==> config.mk <==
export PLATFORM = sky130hd
export DESIGN_NAME = ebh_cell
export DESIGN_NICKNAME = d
export VERILOG_FILES = /design/src/design/ebh_pkg.sv /design/src/design/ebh_cell.sv
export SDC_FILE = /design/constraint.sdc
export NUM_CORES = 1
export LEC_CHECK = 0
export BUFFER_PORTS_ARGS = -buffer_cell sky130_fd_sc_hd__buf_4
export CORE_MARGIN = 1.5
export CORE_UTILIZATION = 40
export CTS_CLUSTER_SIZE = 24
export DETAILED_ROUTE_END_ITERATION = 10
export GPL_TIMING_DRIVEN = 0
export PLACE_DENSITY = 0.7
export SKIP_LAST_GASP = 1
export SLEW_MARGIN = 20
export SYNTH_ARGS = -nofsm -noshare
export SYNTH_HDL_FRONTEND = slang
export SYNTH_SLANG_ARGS = --single-unit
==> constraint.sdc <==
create_clock -name clk_i -period 2.7 [get_ports clk_i]
set_clock_uncertainty 0.2 [all_clocks]
set_input_delay 0.54 -clock clk_i [delete_from_list [all_inputs] [get_ports clk_i]]
set_output_delay 0.54 -clock clk_i [all_outputs]
set_load 0.02 [all_outputs]
==> src/design/ebh_pkg.sv <==
// Shared types, constants and the fraction table generator of the exponential-bin histogram.
package ebh_pkg;

  localparam int SampleW = 16;
  localparam int BinNumW = 5;
  localparam int OutCntW = 13;
  localparam int MaxOut  = 32;
  localparam int FracW   = 17;

  localparam logic [63:0] OneQ30 = 64'd1073741824;
  localparam logic [63:0] TwoQ30 = 64'd2147483648;

  typedef enum logic [4:0] {
    ST_LOAD  = 5'b00001,
    ST_EDGE  = 5'b00010,
    ST_BIN   = 5'b00100,
    ST_EMIT  = 5'b01000,
    ST_CLEAR = 5'b10000
  } state_e;

  // Control shared by every cell of the chain
  typedef struct packed {
    logic clear;
    logic edge_shift;
    logic cnt_shift;
  } cell_ctrl_t;

  // f[idx] = 2^(idx/nb) - 1 in Q0.16, from truncated Q2.30 powers
  function automatic logic [FracW-1:0] frac_q16(int nb, int idx);
    logic [63:0] lo;
    logic [63:0] hi;
    logic [63:0] mid;
    logic [63:0] acc;
    logic        ok;
    lo = OneQ30;
    hi = TwoQ30;
    while (hi - lo > 64'd1) begin
      mid = lo + ((hi - lo) >> 1);
      acc = OneQ30;
      ok  = 1'b1;
      for (int k = 0; k < nb; k++) begin
        if (ok) begin
          acc = (acc * mid) >> 30;
          if (acc > TwoQ30) ok = 1'b0;
        end
      end
      if (ok) lo = mid;
      else hi = mid;
    end
    if (idx >= nb) return FracW'(65536);
    acc = OneQ30;
    for (int k = 0; k < idx; k++) acc = (acc * lo) >> 30;
    if (acc >= TwoQ30) return FracW'(65536);
    return FracW'((acc - OneQ30) >> 14);
  endfunction

endpackage

==> src/design/ebh_cell.sv <==
// One histogram cell: holds a bin edge and count, passes samples up the chain.
module ebh_cell
  import ebh_pkg::*;
#(
  parameter int CntW = 13,
  parameter bit IsTop = 1'b0
) (
  input  logic                      clk_i,
  input  logic                      rst_ni,
  input  cell_ctrl_t                ctrl_i,
  input  logic signed [SampleW-1:0] edge_next_i,
  input  logic [CntW-1:0]           cnt_next_i,
  input  logic signed [SampleW-1:0] smp_i,
  input  logic                      smp_vld_i,
  output logic signed [SampleW-1:0] edge_o,
  output logic [CntW-1:0]           cnt_o,
  output logic signed [SampleW-1:0] smp_o,
  output logic                      smp_vld_o
);

  logic signed [SampleW-1:0] edge_q;
  logic [CntW-1:0]           cnt_q, cnt_d;
  logic signed [SampleW-1:0] smp_q;
  logic                      smp_vld_q;
  logic                      hit;

  // the top cell also takes everything at or above its edge
  assign hit = smp_vld_i && (edge_q <= smp_i) && (IsTop || (smp_i < edge_next_i));

  always_comb begin
    cnt_d = cnt_q;
    if (ctrl_i.clear) cnt_d = '0;
    else if (ctrl_i.cnt_shift) cnt_d = cnt_next_i;
    else if (hit) cnt_d = cnt_q + CntW'(1);
  end

  always_ff @(posedge clk_i or negedge rst_ni) begin
    if (!rst_ni) begin
      cnt_q     <= '0;
      smp_vld_q <= 1'b0;
    end else begin
      cnt_q     <= cnt_d;
      smp_vld_q <= smp_vld_i;
    end
  end

  always_ff @(posedge clk_i) begin
    smp_q <= smp_i;
    if (ctrl_i.edge_shift) edge_q <= edge_next_i;
  end

  assign edge_o    = edge_q;
  assign cnt_o     = cnt_q;
  assign smp_o     = smp_q;
  assign smp_vld_o = smp_vld_q;

endmodule

==> flow_summary_export.csv <==
group,metric,value,unit
outcome,status,"finished, violations left",
outcome,violations,"setup timing",
worst_setup_path,crit_fanout,10,
cts,cts_root_buffer,"clkbuf_8",
sta,whs,0.155,ns
route,vias_per_cell,5.06,
sta,timing_hold_violations_final,0,
die,ioPinCount,97,
pwr,cellLeakagePower,0.00169,uW
worst_setup_path,cp-start-kind,"flip-flop",
cts,htree_levels,2,
route,post_drt_wl_per_cell,14.5,um
die,die_w,83.0,um
placed_design,port_buffers,95,
global_route,grt_pass1_wl,10100,um
layout,syn_to_final_growth,40.5,%
sta,rsz0062_at_grt,"true",
worst_setup_path,slowest_stage,"edfxtp_1",
layout,register_area,1150,um^2
logic_synthesis,yosysSeqAreaShare,45.0,%
worst_setup_path,critical_path.top_delay_family,"compound AO/OA/AOI/OAI gates",
worst_hold_path,hold_path.class,"primary input to flip-flop",
logic_synthesis,ys_warn_count,0,
die,core,6060,um^2
worst_setup_path,cp.arrival,2.83,ns
sta,fmax,353,MHz
placed_design,place_ws,-0.496,ns
cts,clock_path_buffers,2,
cts,cts_inserted_buffers,5,
worst_setup_path,critPathBufInv,1,
global_route,grt.overflow.total,0,
global_route,grt_pass1_vias,2162,
die,initial_utilization,42.2,%
logic_synthesis,synthesis.area,2560,um^2
global_route,met1_usage,23.5,%
sta,setup_viol,12,
pwr,ir_drop,0.000396,V
global_route,use_met3,3.38,%
die,die_height,83.0,um
sta,tightestPinTransition,0.591,ns
job,cap_violations,0,
route,drc_errors,0,
global_route,busiest_layer,"met2",
die,die-area,6890,um^2
logic_synthesis,yosys.cell_types.count,51,
sta,fin_crit,2.83,ns
worst_setup_path,cpPeakStageDelay,0.45,ns
layout,multi_input_area,1280,um^2
worst_setup_path,required,2.70,ns
cts,cts_tree,"built",
layout,drive_above_1_share,40.0,%
logic_synthesis,syn-num-nets,321,
route,first_iter_violations,66,
layout,fin_nets,427,
placed_design,hpwlAfterDp,4890,um
worst_setup_path,crit_type,"flip-flop to flip-flop",
cts,worst_skew_pair.late_latency,0.30,ns
logic_synthesis,avgSynthCellArea,10.8,um^2
sta,worst_slack,-0.132,ns
global_route,antenna_found_initial,0,
worst_setup_path,end_kind,"flip-flop",
layout,nFillCells,535,
layout,num_antenna_cells,0,
global_route,use_met2,30.6,%
sta,slew_headroom,60.2,%
die,row_count,28,
cts,cts_sinks,46,
cts,clk_pin_slew_worst_paths,0.09,ns
route,first_pass_iters,4,
route,routed_wl,6080,um
pwr,p_per_area,486,nW/um^2
sta,fin_crit_sh,105,%
route,dr_total_vias,2127,
sta,slew_viol_final,0,
logic_synthesis,ys_ff_latch,46,
worst_setup_path,crit_chain,"ha_4 -> nor2b_1 -> o211ai_1 -> a2111o_1 -> and3_4 -> o32ai_4 -> buf_6 -> o31ai_1 -> a311oi_1",
route,postRouteAntennaNets,0,
placed_design,place_congestion,0.805,
global_route,track_usage,18.2,%
global_route,grt_start_max_net_pins,17,
logic_synthesis,syn_inst,238,
pwr,total_power,1750,uW
sta,finalSetupTns,-1.20,ns
## synthesized netlist by cell type (all sizes together)
cell | count | share of area, %
o32ai | 1 | 0.64
o31ai | 3 | 0.88
ha | 32 | 16
a311oi | 10 | 4.4
or4b | 1 | 0.39
a21o | 1 | 0.29
clkinv | 1 | 0.15
a2111o | 1 | 0.44
a2111oi | 4 | 2.1
nor2 | 15 | 2.2
a211oi | 2 | 0.59
nand4 | 9 | 2.4
o211a | 1 | 0.39
clkbuf | 2 | 1.1
or4 | 3 | 0.88
dfxtp | 16 | 13
a21oi | 11 | 2.3
edfxtp | 16 | 19
buf | 3 | 0.93
nand3 | 2 | 0.59
o21a | 1 | 0.29
nor4b | 1 | 0.34
nand2b | 3 | 1.2
inv | 39 | 5.7
nor3 | 1 | 0.39
xnor2 | 1 | 0.34
o32a | 1 | 0.39
o211ai | 3 | 0.88
dfrtp | 14 | 14
or3 | 4 | 0.98
and2 | 1 | 0.24
nor2b | 2 | 0.49
and3 | 4 | 1.2
nor4 | 3 | 0.73
o21ai | 8 | 1.6
nand4b | 1 | 0.34
nand3b | 1 | 0.29
and4 | 2 | 0.78
nand2 | 12 | 1.8
o31a | 2 | 0.68
## final timing paths
path / slack (ns) / endpoint / depth (start not counted) / from
min in group asynchronous: 0.44 / cnt_o[1] / 2 / rst_ni
worst max-delay path: -0.13 / cnt_o[9] / 9 / edge_o[1]
worst max register to register: -0.13 / cnt_o[9] / 9 / edge_o[1]
worst min register to register: 0.42 / cnt_o[5] / 2 / cnt_o[5]
max in group asynchronous: 1.67 / cnt_o[10] / 2 / rst_ni
worst min-delay path: 0.16 / smp_o[11] / 1 / smp_i[11]
## worst register-to-register path, cell delays in order (launching register included)
cell and delay (ns):
edfxtp_1 0.45, ha_4 0.29, nor2b_1 0.12, o211ai_1 0.11
a2111o_1 0.42, and3_4 0.22, o32ai_4 0.36, buf_6 0.21
o31ai_1 0.07, a311oi_1 0.29
## sequential cells by signal, summed over array words and instances (netlist names)
register,cells
edge_o,16
cnt_o,13
smp_o,16
smp_vld_o,1
## stage by stage
step                      util, %  instances  instance area, um^2
after CTS                    59.1        419                 3580
after detailed placement     56.5        408                 3420
final                        59.3        420                 3600
after global routing         59.3        420                 3600
after floorplan                 -        238                 2620
after global placement       56.5        408                 3420
## kinds of logic (layout without fill, tap and decap cells)
kind of cell,after synthesis,count (layout),share of synthesized area [%]
buffers and inverters,45,152,7.87
DFF,46,46,45.0
AOI/OAI and AO/OA,49,49,15.8
adders and majority gates,32,32,15.6
xor gates and xnor gates,1,1,0.342
and+or+nand+nor,65,65,15.3
## cell type report
| class | instances | share of cell area (%) |
|---|---|---|
| buffer | 5 | 1.53 |
| clock buffer | 7 | 2.40 |
| clock inverter | 1 | 0.835 |
| inverter | 40 | 4.18 |
| multi-input combinational | 147 | 35.7 |
| sequential | 46 | 32.0 |
| tap | 75 | 2.61 |
| timing repair buffer | 99 | 20.7 |
## report_power, final
group | internal, uW | total, uW | switching (uW)
Combinational | 199 | 413 | 215
Clock | 302 | 534 | 232
Sequential | 768 | 801 | 33.7
## cells in the final DEF, fill, tap and decap left out, drive strengths merged, types with 4 or more instances in the layout
master   count
nand2       12
inv         39
buf        101
ha          32
o21ai        8
nor2        15
and3         4
dfxtp       16
a311oi      10
dfrtp       14
a21oi       11
a2111oi      4
clkbuf       9
edfxtp      16
or3          4
nand4        9
## metal layers
metal / part of all wire, % / wire length, um / vias up
li1: - / - / 1087
met2: 49 / 2950 / 54
met5: 0 / 0 / -
met3: 4.1 / 248 / 8
met4: 1.6 / 96 / 0
met1: 46 / 2780 / 978
## repair_timing
action,4_1_cts,5_1_grt
endpoints found under the hold margin,14,0
hold buffers,1,0
resized for setup,2,1
setup endpoints to repair,12,13
gates cloned,0,0
pin swaps,1,1
setup buffers,2,1
Power figures use the tool's default switching activity.
